<file path="src/rtl/cars_pkg.sv">
// ----------------------------------------------------------------------------
// cars_pkg
// shared constants and types of the cascaded attack/release smoother
// ----------------------------------------------------------------------------
package cars_pkg;

    localparam int STAGE_COUNT_DEF = 4;
    localparam int SAMPLE_BITS_DEF = 24;

    localparam int COEFF_BITS = 16;
    localparam int ADDR_BITS  = 3;
    localparam int DATA_BITS  = 32;

    localparam logic REG_ATTACK  = 1'b0;
    localparam logic REG_RELEASE = 1'b1;

    localparam logic ACTION_PROCESS = 1'b0;
    localparam logic ACTION_CLEAR   = 1'b1;

    typedef struct packed {
        logic load;
        logic clear;
        logic diff;
        logic mul;
        logic upd;
        logic emit;
    } t_cmd;

endpackage

</file>
<file path="src/rtl/cars_ctrl.sv">
// ----------------------------------------------------------------------------
// cars_ctrl
// sequencer: steps each sample word through the stages, difference, multiply and update per stage
// ----------------------------------------------------------------------------
module cars_ctrl #(
    parameter int STAGE_COUNT = cars_pkg::STAGE_COUNT_DEF,
    parameter int SIDX_BITS   = (STAGE_COUNT > 1) ? $clog2(STAGE_COUNT) : 1
) (
    input  logic                 i_clk,
    input  logic                 i_rst_n,
    input  logic                 i_in_valid,
    input  logic                 i_action,
    output logic                 o_in_ready,
    output logic                 o_out_valid,
    input  logic                 i_out_ready,
    output cars_pkg::t_cmd       o_cmd,
    output logic [SIDX_BITS-1:0] o_stage
);

    localparam logic [2:0] S_IDLE = 3'd0;
    localparam logic [2:0] S_DIFF = 3'd1;
    localparam logic [2:0] S_MUL  = 3'd2;
    localparam logic [2:0] S_UPD  = 3'd3;
    localparam logic [2:0] S_DONE = 3'd4;

    localparam logic [SIDX_BITS-1:0] LAST = SIDX_BITS'(STAGE_COUNT - 1);

    logic [2:0]           r_state, n_state;
    logic [SIDX_BITS-1:0] r_stage, n_stage;
    logic                 r_out_valid, n_out_valid;

    always_comb begin
        n_state = r_state;
        n_stage = r_stage;
        o_cmd   = '0;
        case (r_state)
            S_IDLE: begin
                if (i_in_valid) begin
                    if (i_action == cars_pkg::ACTION_CLEAR) begin
                        o_cmd.clear = 1'b1;
                    end else begin
                        o_cmd.load = 1'b1;
                        n_stage    = '0;
                        n_state    = S_DIFF;
                    end
                end
            end
            S_DIFF: begin
                o_cmd.diff = 1'b1;
                n_state    = S_MUL;
            end
            S_MUL: begin
                o_cmd.mul = 1'b1;
                n_state   = S_UPD;
            end
            S_UPD: begin
                o_cmd.upd = 1'b1;
                if (r_stage == LAST) begin
                    n_state = S_DONE;
                end else begin
                    n_stage = r_stage + SIDX_BITS'(1);
                    n_state = S_DIFF;
                end
            end
            S_DONE: begin
                if (!r_out_valid || i_out_ready) begin
                    o_cmd.emit = 1'b1;
                    n_state    = S_IDLE;
                end
            end
            default: begin
                n_state = S_IDLE;
            end
        endcase
    end

    always_comb begin
        if (o_cmd.emit) begin
            n_out_valid = 1'b1;
        end else if (i_out_ready) begin
            n_out_valid = 1'b0;
        end else begin
            n_out_valid = r_out_valid;
        end
    end

    always_ff @(posedge i_clk) begin
        if (!i_rst_n) begin
            r_state     <= S_IDLE;
            r_stage     <= '0;
            r_out_valid <= 1'b0;
        end else begin
            r_state     <= n_state;
            r_stage     <= n_stage;
            r_out_valid <= n_out_valid;
        end
    end

    assign o_in_ready  = (r_state == S_IDLE);
    assign o_out_valid = r_out_valid;
    assign o_stage     = r_stage;

endmodule

</file>
<file path="src/rtl/cars_dp.sv">
// ----------------------------------------------------------------------------
// cars_dp
// stage levels, shared difference / multiply / round-and-update path
// ----------------------------------------------------------------------------
module cars_dp #(
    parameter int STAGE_COUNT = cars_pkg::STAGE_COUNT_DEF,
    parameter int SAMPLE_BITS = cars_pkg::SAMPLE_BITS_DEF,
    parameter int SIDX_BITS   = (STAGE_COUNT > 1) ? $clog2(STAGE_COUNT) : 1
) (
    input  logic                                i_clk,
    input  logic                                i_rst_n,
    input  cars_pkg::t_cmd                      i_cmd,
    input  logic [SIDX_BITS-1:0]                i_stage,
    input  logic signed [SAMPLE_BITS-1:0]       i_sample_in,
    input  logic [cars_pkg::COEFF_BITS-1:0]     i_attack,
    input  logic [cars_pkg::COEFF_BITS-1:0]     i_release,
    output logic signed [SAMPLE_BITS-1:0]       o_envelope_out
);

    localparam int W  = SAMPLE_BITS;
    localparam int CB = cars_pkg::COEFF_BITS;
    localparam int DW = W + 1;
    localparam int PW = DW + CB + 1;
    localparam int YW = W + 2;

    localparam logic signed [PW-1:0] RND   = PW'(2 ** (CB - 1));
    localparam logic signed [YW-1:0] Y_MAX = {3'b000, {(W-1){1'b1}}};
    localparam logic signed [YW-1:0] Y_MIN = {3'b111, {(W-1){1'b0}}};

    logic signed [W-1:0]  r_level [STAGE_COUNT];
    logic signed [W-1:0]  r_x;
    logic signed [DW-1:0] r_diff;
    logic [CB-1:0]        r_alpha;
    logic signed [PW-1:0] r_prod;
    logic signed [W-1:0]  r_out;

    logic signed [W-1:0]  w_level;
    logic signed [PW-1:0] w_sum;
    logic signed [YW-1:0] w_rnd;
    logic signed [YW-1:0] w_y;
    logic signed [W-1:0]  w_y_sat;

    assign w_level = r_level[i_stage];

    // floor((p + 2^15) / 2^16)
    assign w_sum = r_prod + RND;
    assign w_rnd = w_sum[CB +: YW];
    assign w_y   = YW'(r_x) + w_rnd;

    always_comb begin
        if (w_y > Y_MAX) begin
            w_y_sat = Y_MAX[W-1:0];
        end else if (w_y < Y_MIN) begin
            w_y_sat = Y_MIN[W-1:0];
        end else begin
            w_y_sat = w_y[W-1:0];
        end
    end

    always_ff @(posedge i_clk) begin
        if (!i_rst_n) begin
            for (int i = 0; i < STAGE_COUNT; i++) begin
                r_level[i] <= '0;
            end
        end else if (i_cmd.clear) begin
            for (int i = 0; i < STAGE_COUNT; i++) begin
                r_level[i] <= '0;
            end
        end else if (i_cmd.upd) begin
            r_level[i_stage] <= w_y_sat;
        end
    end

    always_ff @(posedge i_clk) begin
        if (i_cmd.load) begin
            r_x <= i_sample_in;
        end else if (i_cmd.upd) begin
            r_x <= w_y_sat;
        end
        if (i_cmd.diff) begin
            r_diff  <= DW'(w_level) - DW'(r_x);
            r_alpha <= (r_x > w_level) ? i_attack : i_release;
        end
        if (i_cmd.mul) begin
            r_prod <= PW'(r_diff) * PW'($signed({1'b0, r_alpha}));
        end
        if (i_cmd.emit) begin
            r_out <= r_x;
        end
    end

    assign o_envelope_out = r_out;

endmodule

</file>
<file path="src/rtl/cascaded_attack_release_smoother.sv">
// ----------------------------------------------------------------------------
// cascaded_attack_release_smoother
// chain of one-pole attack/release smoothing stages on one shared datapath
// sample words are taken only while idle; a new one is not taken until the last
//   one's result has been emitted, as the single multiplier serves every stage in turn;
//   clear words are taken while idle and leave the block idle
// reset: synchronous active low, clears stage levels, coefficients, control
// ----------------------------------------------------------------------------
module cascaded_attack_release_smoother #(
    parameter int STAGE_COUNT = cars_pkg::STAGE_COUNT_DEF,
    parameter int SAMPLE_BITS = cars_pkg::SAMPLE_BITS_DEF
) (
    input  logic                                i_clk,
    input  logic                                i_rst_n,
    input  logic                                i_in_valid,
    output logic                                o_in_ready,
    input  logic                                i_action,
    input  logic signed [SAMPLE_BITS-1:0]       i_sample_in,
    output logic                                o_out_valid,
    input  logic                                i_out_ready,
    output logic signed [SAMPLE_BITS-1:0]       o_envelope_out,
    input  logic                                psel,
    input  logic                                penable,
    input  logic                                pwrite,
    input  logic [cars_pkg::ADDR_BITS-1:0]      paddr,
    input  logic [cars_pkg::DATA_BITS-1:0]      pwdata,
    output logic [cars_pkg::DATA_BITS-1:0]      prdata,
    output logic                                pready
);

    localparam int SIDX_BITS = (STAGE_COUNT > 1) ? $clog2(STAGE_COUNT) : 1;
    localparam int CB        = cars_pkg::COEFF_BITS;

    logic [CB-1:0]        r_attack;
    logic [CB-1:0]        r_release;
    logic                 w_wr;
    logic                 w_sel;
    cars_pkg::t_cmd       w_cmd;
    logic [SIDX_BITS-1:0] w_stage;

    assign pready = 1'b1;
    assign w_sel  = paddr[2];
    assign w_wr   = psel && penable && pwrite && pready;

    always_ff @(posedge i_clk) begin
        if (!i_rst_n) begin
            r_attack  <= '0;
            r_release <= '0;
        end else if (w_wr) begin
            case (w_sel)
                cars_pkg::REG_ATTACK:  r_attack  <= pwdata[CB-1:0];
                cars_pkg::REG_RELEASE: r_release <= pwdata[CB-1:0];
                default: begin
                end
            endcase
        end
    end

    always_comb begin
        case (w_sel)
            cars_pkg::REG_ATTACK:  prdata = cars_pkg::DATA_BITS'(r_attack);
            cars_pkg::REG_RELEASE: prdata = cars_pkg::DATA_BITS'(r_release);
            default:               prdata = '0;
        endcase
    end

    cars_ctrl #(
        .STAGE_COUNT (STAGE_COUNT),
        .SIDX_BITS   (SIDX_BITS)
    ) u_ctrl (
        .i_clk       (i_clk),
        .i_rst_n     (i_rst_n),
        .i_in_valid  (i_in_valid),
        .i_action    (i_action),
        .o_in_ready  (o_in_ready),
        .o_out_valid (o_out_valid),
        .i_out_ready (i_out_ready),
        .o_cmd       (w_cmd),
        .o_stage     (w_stage)
    );

    cars_dp #(
        .STAGE_COUNT (STAGE_COUNT),
        .SAMPLE_BITS (SAMPLE_BITS),
        .SIDX_BITS   (SIDX_BITS)
    ) u_dp (
        .i_clk          (i_clk),
        .i_rst_n        (i_rst_n),
        .i_cmd          (w_cmd),
        .i_stage        (w_stage),
        .i_sample_in    (i_sample_in),
        .i_attack       (r_attack),
        .i_release      (r_release),
        .o_envelope_out (o_envelope_out)
    );

    // a sample word keeps the block busy on the next cycle
    a_busy_after_sample : assert property (@(posedge i_clk) disable iff (!i_rst_n)
        (i_in_valid && o_in_ready && i_action == cars_pkg::ACTION_PROCESS) |=> !o_in_ready)
        else $error("block idle right after taking a sample word");

    // a clear word raises no result
    a_clear_no_word : assert property (@(posedge i_clk) disable iff (!i_rst_n)
        (i_in_valid && o_in_ready && i_action == cars_pkg::ACTION_CLEAR && !o_out_valid)
        |=> !o_out_valid)
        else $error("result word after a clear word");

    // a result only appears at the end of busy work
    a_result_after_work : assert property (@(posedge i_clk) disable iff (!i_rst_n)
        $rose(o_out_valid) |-> $past(!o_in_ready))
        else $error("result word without preceding work");

endmodule
</file>
<file path="config.mk">
export PLATFORM = sky130hd
export DESIGN_NAME = cascaded_attack_release_smoother
export DESIGN_NICKNAME = d
export VERILOG_FILES = /design/src/rtl/cars_pkg.sv /design/src/rtl/cars_ctrl.sv /design/src/rtl/cars_dp.sv /design/src/rtl/cascaded_attack_release_smoother.sv
export SDC_FILE = /design/constraint.sdc
export NUM_CORES = 1
export LEC_CHECK = 0
export BUFFER_PORTS_ARGS = -buffer_cell sky130_fd_sc_hd__buf_4
export CAP_MARGIN = 40
export CELL_PAD_IN_SITES_DETAIL_PLACEMENT = 1
export CELL_PAD_IN_SITES_GLOBAL_PLACEMENT = 1
export CORE_UTILIZATION = 55
export DETAILED_ROUTE_END_ITERATION = 12
export GPL_TIMING_DRIVEN = 0
export MAX_ROUTING_LAYER = met4
export PLACE_DENSITY = 0.84
export SLEW_MARGIN = 40
export SYNTH_ARGS = -nofsm -noshare
export SYNTH_HDL_FRONTEND = slang
export SYNTH_HIERARCHICAL = 1
export SYNTH_SLANG_ARGS = --single-unit
</file>
<file path="constraint.sdc">
create_clock -name i_clk -period 17.5 [get_ports i_clk]
set_clock_uncertainty 0.2 [all_clocks]
set_input_delay 1.75 -clock i_clk [delete_from_list [all_inputs] [get_ports i_clk]]
set_output_delay 1.75 -clock i_clk [all_outputs]
set_load 0.02 [all_outputs]
</file>
==> results of run 1 <==
==> layer usage <==
metal | global-route usage | share of wire | wire [um]
met5 | - | 0 | 0
met4 | 0.1409 | 0.044 | 3757
met3 | 0.03501 | 0.058 | 4997
met2 | 0.6290 | 0.51 | 43770
met1 | 0.4479 | 0.39 | 33130
==> metrics by stage <==
stage / area (um^2) / hold slack [ns] / setup slack (ns)
after floorplan: 27230 / 0.2436 / 11.12
after global placement: 28730 / 0.2527 / 9.408
after detailed placement: 28820 / 0.2739 / 9.169
after CTS: 29660 / 0.2835 / 9.093
after global routing: 29660 / 0.3108 / 8.743
final: 29660 / 0.2865 / 8.966
==> cells in the mapped netlist (22+ instances only) <==
library cell,count
ha_1,153
nor2_1,58
mux2_2,22
dfxtp_1,38
mux4_2,24
xnor2_1,72
clkbuf_1,73
a21oi_1,60
and2_1,158
fa_1,391
o21ai_0,35
nand3_1,27
a21o_1,30
xor2_1,28
edfxtp_1,212
mux2i_1,34
o21ai_1,91
nand2_1,361
inv_1,506
==> state kept, by name, indices dropped and copies added, names as in the netlist <==
signal,flops
u_dp/r_level,96
u_dp/r_prod,27
u_dp/r_diff,25
u_dp/o_envelope_out,24
u_dp/r_x,24
r_attack,16
r_release,16
u_dp/r_alpha,16
u_ctrl/r_state,3
u_ctrl/o_stage,2
u_ctrl/o_out_valid,1
==> worst min-delay path: cells and delay by family, from the launching register on <==
family           cells  cell delay, ns
DFF                  1            0.33
muxes                1            0.06
and+or+nand+nor      1            0.06
==> cell families after synthesis <==
family,after synthesis,synth area share
AND/OR/NAND/NOR,701,0.1248
adder cells (fa/ha/maj),544,0.3586
XOR/XNOR,103,0.03403
buffers and inverters,631,0.09510
flip-flops,250,0.2623
other,2,0.0002764
multiplexers,90,0.04568
AO/OA/AOI/OAI,322,0.07930
==> cell usage in the layout, fill, tap and decap left out, types with 20 or more instances in the layout <==
cell type and count:
xnor2_1 72, a21oi_1 60, mux2_2 22, clkbuf_1 72, o211ai_2 20, a21o_1 30
fa_1 391, dfxtp_1 38, xor2_1 28, edfxtp_1 212, o21ai_1 91, ha_1 153
nand3_1 27, o21ai_0 35, mux4_2 24, clkbuf_16 24, and2_1 158, nor3_1 20
mux2i_1 34, buf_4 117, nor2_1 58, nand2_1 357, inv_1 506
==> area by class of cell <==
class / instances / area share
multi-input combinational: 1777 / 0.5913
sequential: 250 / 0.2402
inverter: 506 / 0.06403
tap: 664 / 0.02801
timing repair buffer: 98 / 0.02472
buffer: 125 / 0.02320
clock buffer: 24 / 0.02025
clock inverter: 20 / 0.008056
antenna: 2 / 0.0001687
==> how the worst min path moves through the flow <==
stage,depth (start not counted),slack (ns),end,start
2_1_floorplan,2,0.24,r_release[10],r_release[10]
3_3_place_gp,2,0.25,r_release[5],r_release[5]
3_5_place_dp,2,0.27,r_attack[7],r_attack[7]
4_1_cts,2,0.28,r_attack[7],r_attack[7]
5_1_grt,2,0.31,r_attack[10],r_attack[10]
6_report,2,0.29,r_attack[10],r_attack[10]
==> flow_metrics.env, run 1 <==
export IMPL_status="complete, no violations"
export IMPL_timing_critical_path_from="u_dp/r_alpha[9]"
export IMPL_tightest_slew_ns=0.9527
export IMPL_ys_ff_latch=250
export IMPL_grt_max_degree=25
export IMPL_cts_tree="built"
export IMPL_syn_area_um2=27170
export IMPL_antenna_found_initial=1
export IMPL_hold_class="reg2reg"
export IMPL_max_freq_mhz=117.2
export IMPL_arrival_ns=8.60
export IMPL_path_cells="clkbuf_1 > clkbuf_1 > nand2_1 > fa_1 > inv_1 > fa_1 > fa_1 > fa_1 > fa_1 > inv_1 > fa_1 > inv_1 > ha_1 > a211oi_1 > nand2_1 > o311ai_1 > nor2_1 > a211oi_2 > a31oi_1 > a21o_1 > a21oi_1 > xnor2_1"
export IMPL_grt_setup_unrepaired="false"
export IMPL_synth_largest_area_cell="fa_1"
export IMPL_synthDominantCellAreaShare=0.2881
export IMPL_rrSetupSlack_ns=8.97
export IMPL_endpoint="u_dp/r_prod[34]"
export IMPL_cts_sinks=250
export IMPL_final_util=0.6073
export IMPL_die_x_um=224.3
export IMPL_gp_congestion=0.9454
export IMPL_period_share=0.4877
export IMPL_r2r_start="u_dp/r_alpha[9]"
export IMPL_initial_core_util=0.5562
export IMPL_startpoint_type="flip-flop"
export IMPL_synth_flop_cell="edfxtp_1"
export IMPL_setup_viol=0
export IMPL_crit_buf_inv=5
export IMPL_critPathRequiredTime_ns=17.57
export IMPL_portBuffers=89
export IMPL_clk_path_buf_depth=3
export IMPL_ctsResizeCount=0
export IMPL_die_area_um2=50290
export IMPL_cp_max_fo=10
export IMPL_clkTransAtPathRegs_ns=0.07
export IMPL_worst_r2r_endpoint="u_dp/r_prod[34]"
export IMPL_ant_nets=0
export IMPL_synth_area_leaders="fa_1 29%, edfxtp_1 23%, ha_1 7.0%"
export IMPL_cpPeakStageDelay_ns=0.76
export IMPL_yosysUniqueCellTypes=85
export IMPL_grt_overflow=0
export IMPL_vias=20230
export IMPL_numCtsBuffers=24
export IMPL_crit_family="adder cells"
export IMPL_htree_num_levels=1
export IMPL_fin_setup_tns_ns=0
export IMPL_multi_input_comb_area_um2=17540
export IMPL_drc=0
export IMPL_die_h_um=224.3
export IMPL_critPathKind="reg2reg"
export IMPL_finalHoldViolCount=0
export IMPL_period_needed_ns=8.534
export IMPL_final_fill_count=5333
export IMPL_async_flop_share=0
export IMPL_root_buffer="clkbuf_16"
export IMPL_crit_top_cell="fa_1"
export IMPL_dp_cells=3420
export IMPL_track_usage=0.3658
export IMPL_crit_cells=22
export IMPL_dp_hpwl_mm=67.19
export IMPL_endpoint_kind="flip-flop"
export IMPL_wire_per_inst_um=24.71
export IMPL_grt_pass1_vias=22880
export IMPL_fin_cells=3466
export IMPL_ios=126
export IMPL_final_seq_area_um2=7127
export IMPL_clock_latency_ns=0.55
export IMPL_crit_slowest_cell="a211oi_2"
export IMPL_reg2reg_depth=22
export IMPL_cts_setup_buffers=0
export IMPL_syn2layout_area_growth_pct=9.183
export IMPL_holdBufCountCts=0
export IMPL_slew_violations=0
export IMPL_max_slew_margin=0.3649
export IMPL_detail_route_iter0_violations=1575
export IMPL_ys_warnings_count=6
export IMPL_final_nets=3393
export IMPL_wl_mm=85.66
export IMPL_core_um2=48850
export IMPL_synth_cells=2643
export IMPL_synth_avg_cell_area_um2=10.28
export IMPL_grt_pass1_wl_mm=134.5
export IMPL_avgViaCountPerCell=5.837
export IMPL_dr_pass1_iters=5
export IMPL_synth_edf_count=212
export IMPL_drive_gt1_frac=0.1064
export IMPL_ys_seq_area_frac=0.2623
export IMPL_maxCapViolations=0
export IMPL_rows=81
Power of run 1 is left out: the tool's default activity adds up to more than one toggle a clock period on the data nets, which glitch-free logic cannot reach.
==> inputs of run 2 (changes only) <==
- CORE_UTILIZATION: 55 -> 51
- PLACE_DENSITY: 0.84 -> 0.79
- clock period: 17.5 -> 8.6 ns (I/O delays scaled with it)
==> run 2 against run 1 <==
- cell area about the same
- sequential cell count unchanged
- register-to-register slack got worse by 8.8 ns
- global-route usage is 4.9 points lower
- critical path depth did not move
- utilization fell by 4.3 points
- critical endpoint unchanged
==> flow_metrics.env, run 2 (synthesized netlist as in run 1, its figures left out) <==
export IMPL_ios=126
export IMPL_wire_per_inst_um=22.84
export IMPL_maxCapViolations=0
export IMPL_cts_tree="built"
export IMPL_max_slew_margin=0.3971
export IMPL_top_regs="u_dp/r_level (96), u_dp/r_prod (27), u_dp/r_diff (25)"
export IMPL_crit_slowest_cell="a211oi_2"
export IMPL_rows=84
export IMPL_cts_sinks=250
export IMPL_antenna_found_initial=3
export IMPL_crit_buf_inv=5
export IMPL_initial_core_util=0.5170
export IMPL_die_h_um=232.8
export IMPL_finalHoldViolCount=0
export IMPL_track_usage=0.3171
export IMPL_regMostFlops="u_dp/r_level"
export IMPL_crit_family="adder cells"
export IMPL_status="complete, no violations"
export IMPL_hold_class="reg2reg"
export IMPL_fin_setup_tns_ns=0
export IMPL_final_fill_count=5844
export IMPL_drc=0
export IMPL_crit_top_cell="fa_1"
export IMPL_critPathKind="reg2reg"
export IMPL_core_um2=52550
export IMPL_layout_commonest_cell="inv_1"
export IMPL_cts_setup_buffers=0
export IMPL_drive_gt1_frac=0.1036
export IMPL_root_buffer="clkbuf_16"
export IMPL_grt_max_degree=25
export IMPL_grt_overflow=0
export IMPL_critPathRequiredTime_ns=8.68
export IMPL_grt_setup_unrepaired="false"
export IMPL_startpoint_type="flip-flop"
export IMPL_arrival_ns=8.47
export IMPL_gp_congestion=0.9541
export IMPL_final_nets=3392
export IMPL_die_x_um=232.8
export IMPL_period_share=0.9755
export IMPL_max_freq_mhz=119.2
export IMPL_fin_ws_ns=0.2109
export IMPL_slew_violations=0
export IMPL_clkTransAtPathRegs_ns=0.07
export IMPL_largest_reg_flops=96
export IMPL_dp_hpwl_mm=64.34
export IMPL_clk_path_buf_depth=3
export IMPL_path_cells="clkbuf_1 > clkbuf_1 > nand2_1 > fa_1 > fa_1 > fa_1 > inv_1 > fa_1 > fa_1 > inv_1 > fa_1 > inv_1 > ha_1 > a211oi_1 > nand2_1 > o311ai_1 > nor2_1 > a211oi_2 > a31oi_1 > a21o_1 > a21oi_1 > xnor2_1"
export IMPL_portBuffers=89
export IMPL_die_area_um2=54200
export IMPL_holdBufCountCts=0
export IMPL_htree_num_levels=1
export IMPL_dp_slack_ns=0.3893
export IMPL_ant_nets=0
export IMPL_numCtsBuffers=24
export IMPL_vias=19500
export IMPL_syn2layout_area_growth_pct=9.081
export IMPL_clock_latency_ns=0.56
export IMPL_setup_viol=0
export IMPL_mostFrequentLayoutCells="506 x inv_1, 391 x fa_1, 357 x nand2_1"
export IMPL_endpoint_kind="flip-flop"
export IMPL_dr_pass1_iters=5
export IMPL_wl_mm=79.68
export IMPL_grt_pass1_vias=22330
export IMPL_grt_pass1_wl_mm=125.2
export IMPL_tightest_slew_ns=0.9044
export IMPL_period_needed_ns=8.389
export IMPL_cpPeakStageDelay_ns=0.67
export IMPL_cp_max_fo=10
export IMPL_avgViaCountPerCell=5.590
export IMPL_detail_route_iter0_violations=1074
## run 2: changes by cell type in the layout (fill, tap and decap cells not counted)
cell | previous run | this run
clkinvlp_4 | 4 | 2
buf_4 | 117 | 112
clkbuf_2 | 3 | 2
clkinv_2 | 5 | 2
buf_2 | 13 | 18
buf_6 | 14 | 15
bufinv_16 | 4 | 3
clkinv_4 | 3 | 1
clkinv_1 | 1 | 8
## run 2: what timing repair did
action	4_1_cts	5_1_grt
gates resized for setup	0	2
endpoints found under the hold margin	0	0
setup endpoints to repair	0	1
## run 2: tightest hold or removal path: stages, from the launching register on
cell and delay (ns):
dfxtp_1 0.32, nand2_1 0.05, mux2i_1 0.05
## run 2: layer usage
| layer | vias up | GRT usage | routed length, um |
|---|---|---|---|
| met5 | - | - | 0 |
| met4 | 0 | 0.1301 | 3498 |
| met3 | 167 | 0.04142 | 4712 |
| met2 | 616 | 0.5364 | 39910 |
| li1 | 8653 | - | - |
| met1 | 10070 | 0.3829 | 31560 |
## run 2: final cells by class
| cell class | count | area [um^2] | area share |
|---|---|---|---|
| Timing Repair Buffer | 98 | 726.9 | 0.02453 |
| Clock inverter | 19 | 187.7 | 0.006333 |
| Tap cell | 688 | 860.8 | 0.02905 |
| Clock buffer | 25 | 604.3 | 0.02039 |
| Inverter | 506 | 1899 | 0.06409 |
| Buffer | 124 | 684.4 | 0.02309 |
| Sequential cell | 250 | 7127 | 0.2405 |
| Multi-Input combinational cell | 1777 | 17540 | 0.5919 |
| Antenna cell | 2 | 5.005 | 0.0001689 |
## run 2: per-stage QoR
step | hold WS, ns | utilization | std cells | area, um^2
6_report | 0.2786 | 0.5640 | 3489 | 29640
2_1_floorplan | 0.2436 | - | 2658 | 27230
3_3_place_gp | 0.2528 | 0.5472 | 3435 | 28760
3_5_place_dp | 0.2701 | 0.5488 | 3444 | 28840
4_1_cts | 0.2822 | 0.5639 | 3488 | 29630
5_1_grt | 0.3003 | 0.5640 | 3489 | 29640
## run 2: final timing paths
| kind | from | end | slack [ns] | cells after the start |
|---|---|---|---|---|
| worst max-delay path | u_dp/r_alpha[4] | u_dp/r_prod[34] | 0.21 | 22 |
| worst min register to register | r_attack[13] | r_attack[13] | 0.28 | 2 |
| worst min-delay path | r_attack[13] | r_attack[13] | 0.28 | 2 |
| worst max register to register | u_dp/r_alpha[4] | u_dp/r_prod[34] | 0.21 | 22 |
Power of run 2 is left out for the same reason.
